File: src/tsdr_pkg.sv
// ----------------------------------------------------------------------------
// tsdr_pkg
// Shared types and constants of the tachometer speed and duty regulator.
// ----------------------------------------------------------------------------
`default_nettype none

package tsdr_pkg;

  // Configuration register indexes.
  typedef enum logic [1:0] {
    REG_TARGET_RPM   = 2'd0,
    REG_WINDOW_TICKS = 2'd1,
    REG_KICK_DUTY    = 2'd2,
    REG_MAX_STEP     = 2'd3
  } cfg_index_e;

  localparam int unsigned RPM_W  = 16;
  localparam int unsigned TICK_W = 16;
  localparam int unsigned BYTE_W = 8;

  // Register reset values.
  localparam logic [RPM_W-1:0]  TARGET_RST = 16'd0;
  localparam logic [TICK_W-1:0] WINDOW_RST = 16'd1000;
  localparam logic [BYTE_W-1:0] KICK_RST   = 8'd150;
  localparam logic [BYTE_W-1:0] STEP_RST   = 8'd10;

  // Measurement constants. The pulse count saturates at 1092 pulses, so the
  // speed accumulator saturates at 1092 * 60 rpm.
  localparam logic [TICK_W-1:0] TICK_MAX   = 16'hFFFF;
  localparam logic [RPM_W-1:0]  RPM_STEP   = 16'd60;
  localparam logic [RPM_W-1:0]  SPEED_SAT  = 16'd65520;

  // Regulation constants. Errors inside the band step by err / 10, which is
  // done as (err * 205) >> 11, exact for err up to 150.
  localparam logic [RPM_W-1:0]  ERR_BAND   = 16'd150;
  localparam logic [BYTE_W-1:0] DIV10_MUL  = 8'd205;
  localparam int unsigned       DIV10_SHIFT = 11;

  // Window close event from the measurement side.
  typedef struct packed {
    logic             closed;
    logic [RPM_W-1:0] speed;
  } window_event_t;

endpackage

`default_nettype wire

File: src/tach_speed_duty_regulator.sv
// ----------------------------------------------------------------------------
// tach_speed_duty_regulator
// Stirrer speed regulator driven by one tachometer sample per beat.
// ----------------------------------------------------------------------------
// Each input beat carries one clock sample of the tachometer line and a
// millisecond tick flag. Every input beat produces exactly one result beat
// with the drive duty, the last measured speed and an update flag.
// Throughput is one beat per cycle while in_stall is low: the window
// counters and the duty regulator update in the cycle a beat is accepted,
// and the result is registered in the output register or the skid entry.
// The output register is backed by one skid entry, so a beat is still taken
// while a result waits under out_stall. in_stall rises only when both the
// output register and the skid entry are full, and drops again as soon as
// the receiver takes a beat.
// Configuration registers are written through cfg_we, cfg_index and
// cfg_wdata and must only change while no beats are in flight.
// Synchronous reset clears the window, the duty, the speed and the phase,
// empties the output buffer and loads the register defaults (target 0,
// window 1000 ticks, kick duty 150, step limit 10).
// ----------------------------------------------------------------------------
`default_nettype none

module tach_speed_duty_regulator
  import tsdr_pkg::*;
#(
  parameter int unsigned PWM_BITS = 8
) (
  input  wire logic                clk,
  input  wire logic                rst_n,
  // Input channel.
  input  wire logic                in_valid,
  output logic                     in_stall,
  input  wire logic                in_tach_high,
  input  wire logic                in_ms_tick,
  // Result channel.
  output logic                     out_valid,
  input  wire logic                out_stall,
  output logic [PWM_BITS-1:0]      out_drive_duty,
  output logic [RPM_W-1:0]         out_speed_rpm,
  output logic                     out_updated,
  // Configuration port.
  input  wire logic                cfg_we,
  input  wire logic [1:0]          cfg_index,
  input  wire logic [RPM_W-1:0]    cfg_wdata
);

  localparam int unsigned DW = PWM_BITS + RPM_W + 1;

  logic [RPM_W-1:0]    target_rpm_r;
  logic [TICK_W-1:0]   window_ticks_r;
  logic [BYTE_W-1:0]   kick_duty_r;
  logic [BYTE_W-1:0]   max_step_r;

  logic                accept;
  logic                motor_off;
  logic                buf_full;
  window_event_t       win_event;
  logic [PWM_BITS-1:0] res_duty;
  logic [RPM_W-1:0]    res_speed;
  logic                res_updated;
  logic [DW-1:0]       out_data;

  // Configuration registers.
  always_ff @(posedge clk) begin
    if (!rst_n) begin
      target_rpm_r   <= TARGET_RST;
      window_ticks_r <= WINDOW_RST;
      kick_duty_r    <= KICK_RST;
      max_step_r     <= STEP_RST;
    end else if (cfg_we) begin
      case (cfg_index_e'(cfg_index))
        REG_TARGET_RPM:   target_rpm_r   <= cfg_wdata;
        REG_WINDOW_TICKS: window_ticks_r <= cfg_wdata;
        REG_KICK_DUTY:    kick_duty_r    <= cfg_wdata[BYTE_W-1:0];
        REG_MAX_STEP:     max_step_r     <= cfg_wdata[BYTE_W-1:0];
        default: ;
      endcase
    end
  end

  assign in_stall  = buf_full;
  assign accept    = in_valid && !in_stall;
  assign motor_off = (target_rpm_r == '0);

  // Pulse and tick counting over the measuring window.
  tsdr_window u_window (
    .clk          (clk),
    .rst_n        (rst_n),
    .accept       (accept),
    .clear        (motor_off),
    .tach_high    (in_tach_high),
    .ms_tick      (in_ms_tick),
    .window_ticks (window_ticks_r),
    .event_o      (win_event)
  );

  // Stall kick and duty regulation.
  tsdr_regulate #(
    .PWM_BITS (PWM_BITS)
  ) u_regulate (
    .clk        (clk),
    .rst_n      (rst_n),
    .accept     (accept),
    .motor_off  (motor_off),
    .target_rpm (target_rpm_r),
    .kick_duty  (kick_duty_r),
    .max_step   (max_step_r),
    .event_i    (win_event),
    .drive_duty (res_duty),
    .speed_rpm  (res_speed),
    .updated    (res_updated)
  );

  // Result buffer toward the receiver.
  tsdr_out_buf #(
    .DW (DW)
  ) u_out_buf (
    .clk       (clk),
    .rst_n     (rst_n),
    .push      (accept),
    .push_data ({res_duty, res_speed, res_updated}),
    .full      (buf_full),
    .out_valid (out_valid),
    .out_stall (out_stall),
    .out_data  (out_data)
  );

  assign out_drive_duty = out_data[DW-1:RPM_W+1];
  assign out_speed_rpm  = out_data[RPM_W:1];
  assign out_updated    = out_data[0];

  // A full skid entry always sits behind a valid output register.
  a_stall_needs_output: assert property (@(posedge clk) disable iff (!rst_n)
    in_stall |-> out_valid)
    else $error("input stalled while the output register is empty");

  // The skid entry only fills when a beat arrives against a stalled output.
  a_skid_fill_cause: assert property (@(posedge clk) disable iff (!rst_n)
    $rose(in_stall) |-> $past(accept && out_valid && out_stall))
    else $error("skid entry filled without a stalled output");

  // A zero target never produces a result with nonzero duty or speed.
  a_motor_off_result: assert property (@(posedge clk) disable iff (!rst_n)
    (accept && motor_off) |-> (res_duty == '0 && res_speed == '0 && !res_updated))
    else $error("nonzero result while the target is zero");

endmodule

`default_nettype wire

File: src/tsdr_window.sv
// ----------------------------------------------------------------------------
// tsdr_window
// Pulse counting and tick timing over one measuring window.
// ----------------------------------------------------------------------------
`default_nettype none

module tsdr_window
  import tsdr_pkg::*;
(
  input  wire logic              clk,
  input  wire logic              rst_n,
  input  wire logic              accept,
  input  wire logic              clear,
  input  wire logic              tach_high,
  input  wire logic              ms_tick,
  input  wire logic [TICK_W-1:0] window_ticks,
  output window_event_t          event_o
);

  logic              level_r, level_nxt;
  logic [TICK_W-1:0] timer_r, timer_nxt;
  logic [RPM_W-1:0]  speed_acc_r, speed_acc_nxt;

  logic              rise;
  logic [RPM_W-1:0]  speed_inc;
  logic [TICK_W-1:0] timer_inc;
  logic              closed;

  // A rise counts 60 rpm into the accumulator until it saturates.
  always_comb begin
    rise      = tach_high && !level_r;
    speed_inc = (rise && (speed_acc_r != SPEED_SAT)) ? speed_acc_r + RPM_STEP
                                                     : speed_acc_r;
  end

  // The tick timer saturates and closes the window once it reaches the length.
  always_comb begin
    timer_inc = timer_r;
    if (ms_tick && (timer_r != TICK_MAX)) begin
      timer_inc = timer_r + 16'd1;
    end
    closed = ms_tick && (timer_inc >= window_ticks);
  end

  // Next window state: cleared when the window closes or while the motor is off.
  always_comb begin
    if (clear || closed) begin
      level_nxt     = 1'b0;
      timer_nxt     = '0;
      speed_acc_nxt = '0;
    end else begin
      level_nxt     = tach_high;
      timer_nxt     = timer_inc;
      speed_acc_nxt = speed_inc;
    end
  end

  always_ff @(posedge clk) begin
    if (!rst_n) begin
      level_r     <= 1'b0;
      timer_r     <= '0;
      speed_acc_r <= '0;
    end else if (accept) begin
      level_r     <= level_nxt;
      timer_r     <= timer_nxt;
      speed_acc_r <= speed_acc_nxt;
    end
  end

  assign event_o.closed = closed && !clear;
  assign event_o.speed  = speed_inc;

endmodule

`default_nettype wire

File: src/tsdr_regulate.sv
// ----------------------------------------------------------------------------
// tsdr_regulate
// Stall kick and duty stepping at the close of each window.
// ----------------------------------------------------------------------------
`default_nettype none

module tsdr_regulate
  import tsdr_pkg::*;
#(
  parameter int unsigned PWM_BITS = 8
) (
  input  wire logic                clk,
  input  wire logic                rst_n,
  input  wire logic                accept,
  input  wire logic                motor_off,
  input  wire logic [RPM_W-1:0]    target_rpm,
  input  wire logic [BYTE_W-1:0]   kick_duty,
  input  wire logic [BYTE_W-1:0]   max_step,
  input  window_event_t            event_i,
  output logic [PWM_BITS-1:0]      drive_duty,
  output logic [RPM_W-1:0]         speed_rpm,
  output logic                     updated
);

  localparam int unsigned SW = ((PWM_BITS > BYTE_W) ? PWM_BITS : BYTE_W) + 1;
  localparam logic [SW-1:0] DUTY_MAX_W = {{(SW-PWM_BITS){1'b0}}, {PWM_BITS{1'b1}}};
  localparam logic [PWM_BITS-1:0] DUTY_MAX = {PWM_BITS{1'b1}};
  localparam logic [PWM_BITS-1:0] KICK_FLASH = {{(PWM_BITS-1){1'b1}}, 1'b0};

  logic [PWM_BITS-1:0] duty_r, duty_nxt;
  logic [RPM_W-1:0]    speed_r, speed_nxt;
  logic                phase_r, phase_nxt;

  logic                below;
  logic [RPM_W-1:0]    err;
  logic [2*BYTE_W-1:0] div_prod;
  logic [BYTE_W-1:0]   step;
  logic [SW-1:0]       duty_w, step_w, sum_w, kick_w;
  logic [PWM_BITS-1:0] duty_reg;
  logic [PWM_BITS-1:0] kick_lim;
  logic                kicked;

  // Error against the freshly measured speed and the step it calls for.
  always_comb begin
    below    = event_i.speed < target_rpm;
    err      = below ? (target_rpm - event_i.speed) : (event_i.speed - target_rpm);
    div_prod = err[BYTE_W-1:0] * DIV10_MUL;
    step     = (err > ERR_BAND) ? max_step
                                : {{(BYTE_W-(2*BYTE_W-DIV10_SHIFT)){1'b0}},
                                   div_prod[2*BYTE_W-1:DIV10_SHIFT]};
  end

  // Step the duty up or down, clamped to the PWM range.
  always_comb begin
    duty_w = {{(SW-PWM_BITS){1'b0}}, duty_r};
    step_w = {{(SW-BYTE_W){1'b0}}, step};
    sum_w  = duty_w + step_w;
    if (below) begin
      duty_reg = (sum_w > DUTY_MAX_W) ? DUTY_MAX : sum_w[PWM_BITS-1:0];
    end else begin
      duty_reg = (step_w > duty_w) ? '0 : duty_r - step_w[PWM_BITS-1:0];
    end
    kick_w   = {{(SW-BYTE_W){1'b0}}, kick_duty};
    kick_lim = (kick_w > DUTY_MAX_W) ? DUTY_MAX : kick_w[PWM_BITS-1:0];
  end

  // State update and the result of this item.
  always_comb begin
    duty_nxt   = duty_r;
    speed_nxt  = speed_r;
    phase_nxt  = phase_r;
    kicked     = 1'b0;
    updated    = 1'b0;
    if (motor_off) begin
      duty_nxt  = '0;
      speed_nxt = '0;
      phase_nxt = 1'b0;
    end else if (event_i.closed) begin
      speed_nxt = event_i.speed;
      if (!phase_r && (event_i.speed == '0)) begin
        duty_nxt  = kick_lim;
        phase_nxt = 1'b1;
        kicked    = 1'b1;
      end else begin
        duty_nxt  = duty_reg;
        phase_nxt = 1'b0;
        updated   = 1'b1;
      end
    end
    drive_duty = kicked ? KICK_FLASH : duty_nxt;
    speed_rpm  = speed_nxt;
  end

  always_ff @(posedge clk) begin
    if (!rst_n) begin
      duty_r  <= '0;
      speed_r <= '0;
      phase_r <= 1'b0;
    end else if (accept) begin
      duty_r  <= duty_nxt;
      speed_r <= speed_nxt;
      phase_r <= phase_nxt;
    end
  end

endmodule

`default_nettype wire

File: src/tsdr_out_buf.sv
// ----------------------------------------------------------------------------
// tsdr_out_buf
// Output register with one skid entry between the two channels.
// ----------------------------------------------------------------------------
`default_nettype none

module tsdr_out_buf #(
  parameter int unsigned DW = 25
) (
  input  wire logic          clk,
  input  wire logic          rst_n,
  input  wire logic          push,
  input  wire logic [DW-1:0] push_data,
  output logic               full,
  output logic               out_valid,
  input  wire logic          out_stall,
  output logic [DW-1:0]      out_data
);

  logic          out_valid_r, out_valid_nxt;
  logic          skid_valid_r, skid_valid_nxt;
  logic [DW-1:0] out_data_r, out_data_nxt;
  logic [DW-1:0] skid_data_r, skid_data_nxt;
  logic          pop;

  // Fill the output register from the skid entry or the input, or park the input in the skid.
  always_comb begin
    pop            = out_valid_r && !out_stall;
    out_valid_nxt  = out_valid_r;
    skid_valid_nxt = skid_valid_r;
    out_data_nxt   = out_data_r;
    skid_data_nxt  = skid_data_r;
    if (skid_valid_r) begin
      if (pop) begin
        out_data_nxt   = skid_data_r;
        skid_valid_nxt = 1'b0;
      end
    end else if (push) begin
      if (!out_valid_r || pop) begin
        out_data_nxt  = push_data;
        out_valid_nxt = 1'b1;
      end else begin
        skid_data_nxt  = push_data;
        skid_valid_nxt = 1'b1;
      end
    end else if (pop) begin
      out_valid_nxt = 1'b0;
    end
  end

  always_ff @(posedge clk) begin
    if (!rst_n) begin
      out_valid_r  <= 1'b0;
      skid_valid_r <= 1'b0;
    end else begin
      out_valid_r  <= out_valid_nxt;
      skid_valid_r <= skid_valid_nxt;
    end
  end

  always_ff @(posedge clk) begin
    out_data_r  <= out_data_nxt;
    skid_data_r <= skid_data_nxt;
  end

  assign full      = skid_valid_r;
  assign out_valid = out_valid_r;
  assign out_data  = out_data_r;

endmodule

`default_nettype wire

File: config.mk
export PLATFORM = sky130hd
export DESIGN_NAME = tach_speed_duty_regulator
export DESIGN_NICKNAME = d
export VERILOG_FILES = /design/src/tsdr_pkg.sv /design/src/tach_speed_duty_regulator.sv /design/src/tsdr_window.sv /design/src/tsdr_regulate.sv /design/src/tsdr_out_buf.sv
export SDC_FILE = /design/constraint.sdc
export NUM_CORES = 1
export LEC_CHECK = 0
export BUFFER_PORTS_ARGS = -buffer_cell sky130_fd_sc_hd__buf_2
export CAP_MARGIN = 25
export CORE_ASPECT_RATIO = 0.8
export CORE_MARGIN = 1.5
export CORE_UTILIZATION = 25
export CTS_CLUSTER_DIAMETER = 150
export DETAILED_ROUTE_END_ITERATION = 12
export PLACE_DENSITY_LB_ADDON = 0.1
export SETUP_SLACK_MARGIN = 0.3
export SLEW_MARGIN = 20
export SYNTH_ARGS = -nofsm -noshare
export SYNTH_HDL_FRONTEND = slang
export SYNTH_SLANG_ARGS = --single-unit
File: constraint.sdc
create_clock -name clk -period 9.21 [get_ports clk]
set_clock_uncertainty 0.1 [all_clocks]
set_input_delay 0 -clock clk [delete_from_list [all_inputs] [get_ports clk]]
set_output_delay 0 -clock clk [all_outputs]
set_load 0.02 [all_outputs]
* After elaboration in Yosys (flattened, before gate mapping)
Index checks and enable logic that the tools add are counted.
** Storage, ports and cells
- Word-level logic and storage cells :: 101
- Latch bits :: 0
- Memory bits (writable) :: 0
- Register bits after elaboration :: 158
- Memories kept :: 0
- Memory bits (read-only) :: 0
** Cells by class
- Eq/ne operators :: 7
- Divide/modulo/power cells :: 0
- Reduce and logical (&&, ||, !) cells :: 31
- Mux-type cells :: 35
- Add/subtract/negate cells :: 6
- Bitwise gates (word level) :: 2
- $mul :: 1
- $lt $le $gt $ge :: 5
- Shift-type cells :: 0
** Operators by type and width (count)
- $mux 16 :: 7
- $mux 25 :: 4
- $mux 8 :: 8
- $logic_not 16->1 :: 2
- $ne 16x16->1 const B :: 2
- $sub 16x16->16 :: 2
- $add 16x1->16 const B :: 1
- $add 16x6->16 const B :: 1
- $ge 16x16->1 :: 1
- $gt 16x8->1 const B :: 1
- $lt 16x16->1 :: 1
- $mul 8x8->16 const B :: 1
- $mux 1 :: 16
- $reduce_and 2->1 :: 5
- $add 8x8->9 :: 1
- $gt 9x8->1 const B :: 1
- $reduce_and 3->1 :: 3
- $gt 8x8->1 :: 1
- $logic_and 1x1->1 :: 8
- $reduce_bool 2->1 :: 4
- $sub 8x8->8 :: 1
- $logic_not 1->1 :: 6
- $eq 2x2->1 const B :: 2
- $eq 2x1->1 const B :: 1
- other kinds (5) :: 7

* Depth between registers and ports, before layout
- Depth after elaboration :: 19
- Gate-level depth with buffers :: 47
- Mapped depth without buffers :: 44

* Hierarchy
From an unflattened synthesis, not the netlist that was laid out.
** Second synthesis, totals
- Cells, all modules :: 1272
- Area total of the unflattened synthesis :: 11533.6 µm²
** Modules (own cells, without submodules)
- tsdr_regulate :: sequential area each 500.5 µm², cells an instance 681, instances 1, area each 5191.2 µm²
- tsdr_window :: sequential area each 620.6 µm², cells an instance 305, instances 1, area each 2457.4 µm²
- tach_speed_duty_regulator :: sequential area each 960.9 µm², cells an instance 195, instances 1, area each 1953.1 µm²
- tsdr_out_buf :: sequential area each 1541.5 µm², cells an instance 91, instances 1, area each 1931.9 µm²

* Worst setup path after synthesis
No wires, ideal clock.
- Path kind :: flip-flop to flip-flop
- Start :: reg u_window.speed_acc_r[2]
- End :: reg u_out_buf.out_data_r[21] (netlist: u_out_buf.out_data[21]) (data pin)
- Stages on the path, launching flop included :: 43
- Library setup time :: 0.268 ns
- Arrival time :: 9.388 ns
- Slack :: -0.546 ns
- Clock period less this slack :: 9.756 ns
- Path through :: dfxtp_1 > inv_1 > ha_1 > nand4_1 > nor4_4 > nor2_1 > and3_1 > xor2_1 > ha_1 > buf_2 > a21oi_1 > o21ai_0 > o211ai_2 > and2_4 > clkbuf_1 > clkbuf_1 > mux2i_1 > xnor2_1 > [7 not listed] > a21o_1 > a21oi_1 > nand3_1 > o21ai_0 > o21ai_0 > nor2_1 > xnor2_1 > mux2_4 > ha_1 > clkbuf_1 > a21boi_0 > o21a_1 > o41ai_1 > a21oi_1 > o311ai_0 > nand2_1 > o221ai_1 > o21ai_0
** Between the ends
- Word-level cells in the longest chain between the ends :: 18
- Elaborated cells between the ends (all ways) :: 30
** Ends and longest elaborated chain
- start, declared :: RTL line tsdr_window.sv:22 : logic [RPM_W-1:0] speed_acc_r, speed_acc_nxt;
- start signal, assigned :: RTL line tsdr_window.sv:66 : speed_acc_r <= speed_acc_nxt;
- branches (longest 2 deep; another with $add 16x6->16)
- $mux 16 * :: RTL line tsdr_window.sv:32 : speed_inc = (rise && (speed_acc_r != SPEED_SAT)) ? speed_acc_r + RPM_STEP
- $sub 16x16->16 / $lt 16x16->1 (equally long branches) :: RTL line tsdr_regulate.sv:46, tsdr_regulate.sv:45
- $mux 16 :: RTL line tsdr_regulate.sv:46 : err = below ? (target_rpm - event_i.speed) : (event_i.speed - target_rpm);
- $mul 8x8->16 / $gt 16x8->1 (equally long branches) :: RTL line tsdr_regulate.sv:47, tsdr_regulate.sv:48
- $mux 8 :: RTL line tsdr_regulate.sv:48 : step = (err > ERR_BAND) ? max_step
- $add 8x8->9 :: RTL line tsdr_regulate.sv:57 : sum_w = duty_w + step_w;
- $gt 9x8->1 :: RTL line tsdr_regulate.sv:59 : duty_reg = (sum_w > DUTY_MAX_W) ? DUTY_MAX : sum_w[PWM_BITS-1:0];
- [2 not listed]
- $mux 8 :: RTL line tsdr_regulate.sv:80 : if (!phase_r && (event_i.speed == '0)) begin
- $mux 8 :: RTL line tsdr_regulate.sv:78 : end else if (event_i.closed) begin
- $mux 8 :: RTL line tsdr_regulate.sv:74 : if (motor_off) begin
- $mux 8 * :: RTL line tsdr_regulate.sv:90 : drive_duty = kicked ? KICK_FLASH : duty_nxt;
- $mux 25 * :: RTL line tsdr_out_buf.sv:39 : if (!out_valid_r || pop) begin
- $mux 25 * :: RTL line tsdr_out_buf.sv:38 : end else if (push) begin
- $mux 25 * :: RTL line tsdr_out_buf.sv:33 : if (skid_valid_r) begin
- net u_out_buf.out_data_nxt[21] :: RTL line tsdr_out_buf.sv:22 : logic [DW-1:0] out_data_r, out_data_nxt;
- end signal, assigned :: RTL line tsdr_out_buf.sv:62 : out_data_r <= out_data_nxt;
- end, declared :: RTL line tsdr_out_buf.sv:22
Mark *: on every way through the listed nets, which the timed path passes. The select of a mux whose other input is x is not followed.
A chain may end at the register's enable or synchronous reset.

* Final worst setup path
- Start :: reg u_window.speed_acc_r[2]
- End :: reg u_out_buf.out_data_r[22] (netlist: u_out_buf.out_data[22]) (data pin)
** Between the ends
- Word-level cells in the longest chain between the ends :: 18
- Elaborated cells between the ends (all ways) :: 30
** Ends and longest elaborated chain
- branches (longest 2 deep; another with $add 16x6->16)
- $mux 16 * :: RTL line tsdr_window.sv:32
- $sub 16x16->16 / $lt 16x16->1 (equally long branches) :: RTL line tsdr_regulate.sv:46, tsdr_regulate.sv:45
- $mux 16 :: RTL line tsdr_regulate.sv:46
- $mul 8x8->16 / $gt 16x8->1 (equally long branches) :: RTL line tsdr_regulate.sv:47, tsdr_regulate.sv:48
- $mux 8 :: RTL line tsdr_regulate.sv:48
- $add 8x8->9 :: RTL line tsdr_regulate.sv:57
- $gt 9x8->1 :: RTL line tsdr_regulate.sv:59
- [3 not listed]
- $mux 8 :: RTL line tsdr_regulate.sv:78
- $mux 8 :: RTL line tsdr_regulate.sv:74
- $mux 8 * :: RTL line tsdr_regulate.sv:90
- net res_duty[5] :: RTL line tach_speed_duty_regulator.sv:58 : logic [PWM_BITS-1:0] res_duty;
- $mux 25 * :: RTL line tsdr_out_buf.sv:39
- $mux 25 * :: RTL line tsdr_out_buf.sv:38
- $mux 25 * :: RTL line tsdr_out_buf.sv:33
- net u_out_buf.out_data_nxt[22] :: RTL line tsdr_out_buf.sv:22
Marks and branches as above.

==> flow_summary.yaml <==
status:
  outcome: "completed"
yosys:
  synthArstFlopShare: 0
  yosysUniqueCellTypes: 76
  syn_nets: 1458
  postSynthAreaPerCell_um2: 8.49
  synth_warnings: 0
  syn_area_mm2: 0.0111
  synth_cells: 1310
  synth_top_cell_by_area: "dfxtp_1"
  dominantRegCellSynth: "dfxtp_1"
  ys_top_cells_by_area: "dfxtp_1, edfxtp_1, ha_1"
  synth_edf_count: 50
  netlist_top_cells_count: "nand2_1, ha_1, dfxtp_1"
  synth_top_area_share: 0.191
  synth_seq_area_share: 0.326
  ys_ff_latch: 156
  yosysMostFrequentCell: "nand2_1"
floorplan:
  dieWidth_um: 239
  fp-row-count: 68
  io_pins: 52
  die_h_um: 192
  core_mm2: 0.0435
  start_util: 0.256
  die_area_mm2: 0.0458
global_routing:
  grt_usage: 0.162
  grt_overflow: 0
  grt_max_degree: 70
  antenna_found_initial: 1
  grt_pass1_vias: 9404
  grt_pass1_wl_um: 56300
placed_design:
  place_ws_ns: -0.0854
  dp_cells: 1964
  port_buffers: 51
  dpl.hpwl_um: 27600
  dpl_cell_area_mm2: 0.0126
  gp_congestion: 0.876
critical_path:
  crit_path_frequent_cell: "ha_4"
  r2r_cells: 42
  path_max_fanout: 8
  critical_path_class: "reg -> reg"
  cp.required_ns: 9.31
  cp.arrival_ns: 8.98
  cp-end-kind: "register"
  slowest_stage: "fa_1"
  cp-start-kind: "register"
  max_stage_delay_ns: 0.45
detailed_routing:
  vias: 9642
  route.detailed.drc: 0
  vias_per_cell: 4.68
  drtIter0Drc: 393
  wl_per_cell_um: 17.5
  antenna_left: 0
  drt_first_pass_iters: 5
  wirelength_um: 36100
cts:
  clockBufferDepth: 2
  root_buffer: "clkbuf_16"
  numCtsBuffers: 17
  cts_tree: "built"
  clk_latency_ns: 0.44
  cts.sinks: 156
  h-tree-depth: 4
  path_clk_slew_ns: 0.07
timing:
  drv_slew: 0
  finalSetupViolCount: 0
  slew_headroom: 0.496
  post-route-period-util: 0.964
  rsz0062_at_grt: "true"
  tightest_slew_ns: 0.753
  setup_slack_ns: 0.331
  finalHoldViolCount: 0
  fin_crit_ns: 8.88
  max_freq_mhz: 113
layout:
  nFillCells: 4619
  multiInputGateArea_mm2: 0.00753
  antenna_cells: 0
  drive_gt1_frac: 0.229
  finalNetCount: 1601
  post-route-util: 0.328
  area_growth_syn_to_layout_pct: 28.2
  finish.instance_area_mm2: 0.0143
  stdcell_count: 2061
  register_area_mm2: 0.00363
power_and_ir_drop:
  p_per_area_mw_per_mm2: 292
  ir_drop_v: 0.000316
  p_leak_uw: 0.00603
hold_path:
  holdPathStages: 6
  hold_class: "in -> reg"
job:
  drv_cap: 0
[cell usage in the layout, fill, tap and decap left out, drive strengths merged, types with 23 or more instances in the layout]
master and count:
nor3 25, nand2 191, a21boi 59, nor2 62, o31ai 24, nor2b 30, a21oi 53, ha 112
xnor2 29, dfxtp 106, nand3 65, o21ai 51, inv 106, buf 171, edfxtp 50, dlygate4sd3 26
xor2 23
[repair_timing]
action | in CTS | in global routing
buffers inserted | 21 | 17
gates resized for setup | 50 | 65
pin swaps | 37 | 58
hold buffers | 26 | 0
hold endpoints to repair | 51 | 0
endpoints found under the setup margin | 23 | 24
cloned | 1 | 0
[path summary, 6_finish.rpt]
path / start / to / slack (ns)
setup / recovery: u_window.speed_acc_r[2] / u_out_buf.out_data[22] / 0.33
hold / removal: in_ms_tick / u_window.timer_r[0] / 0.10
hold reg to reg: window_ticks_r[10] / window_ticks_r[10] / 0.37
setup reg to reg: u_window.speed_acc_r[2] / u_out_buf.out_data[22] / 0.33
[logic make-up (layout without fill, tap and decap cells)]
family          count (synthesis)  in the layout  synth area share
other cells                     2              2          0.000675
fa+ha+maj                     123            123             0.146
mux                            36             36            0.0350
simple gates                  459            460             0.197
xor+xnor                       52             52            0.0409
compound gates                311            311             0.194
flops                         156            156             0.326
buf+inv                       171            326            0.0615
[registers in the layout, indices dropped and copies added, names as in the netlist, 8 cells and up]
register	flops
u_window.timer_r	16
u_out_buf.skid_data_r	25
u_regulate.duty_r	8
window_ticks_r	16
u_regulate.speed_r	16
target_rpm_r	16
kick_duty_r	8
max_step_r	8
u_window.speed_acc_r	14
u_out_buf.out_data	25
[report_power, final]
part / switching (µW) / internal (µW) / total, µW
logic: 1480 / 1250 / 2730
clock network: 327 / 362 / 689
registers: 13.1 / 730 / 743
[per-stage QoR]
stage | hold slack (ns) | setup TNS [ns] | power [µW]
6_report | 0.104 | 0 | 4160
5_1_grt | 0.137 | -0.247 | 4550
4_1_cts | 0.0709 | 0 | 3870
3_5_place_dp | 0.173 | -0.0976 | 2990
3_3_place_gp | 0.167 | -0.0546 | 3020
2_1_floorplan | 0.0242 | 0 | 2360
[worst max-delay path: cells and delay by family (launching register included)]
| kind | cells | cell delay (ns) |
|---|---|---|
| XOR/XNOR | 4 | 0.70 |
| AND/OR/NAND/NOR | 8 | 1.27 |
| adder cells (fa/ha/maj) | 8 | 2.21 |
| AO/OA/AOI/OAI | 14 | 2.50 |
| buffers and inverters | 5 | 0.74 |
| multiplexers | 3 | 0.76 |
| flip-flops | 1 | 0.32 |
[routing by layer]
metal | GRT usage | vias up | share of wire
met2 | 0.229 | 146 | 0.40
li1 | - | 4879 | -
met3 | 0.0351 | 19 | 0.039
met1 | 0.246 | 4598 | 0.55
met4 | 0.0331 | 0 | 0.0096
met5 | 0 | - | 0
[final cells by class]
cell class | count | share of cell area
multi-input combinational | 984 | 0.528
inverter | 97 | 0.0255
sequential | 156 | 0.254
timing repair buffer | 197 | 0.101
clock buffer | 18 | 0.0308
clock inverter | 14 | 0.00860
tap | 595 | 0.0522
Note: power is estimated with default switching activity, not from simulation.
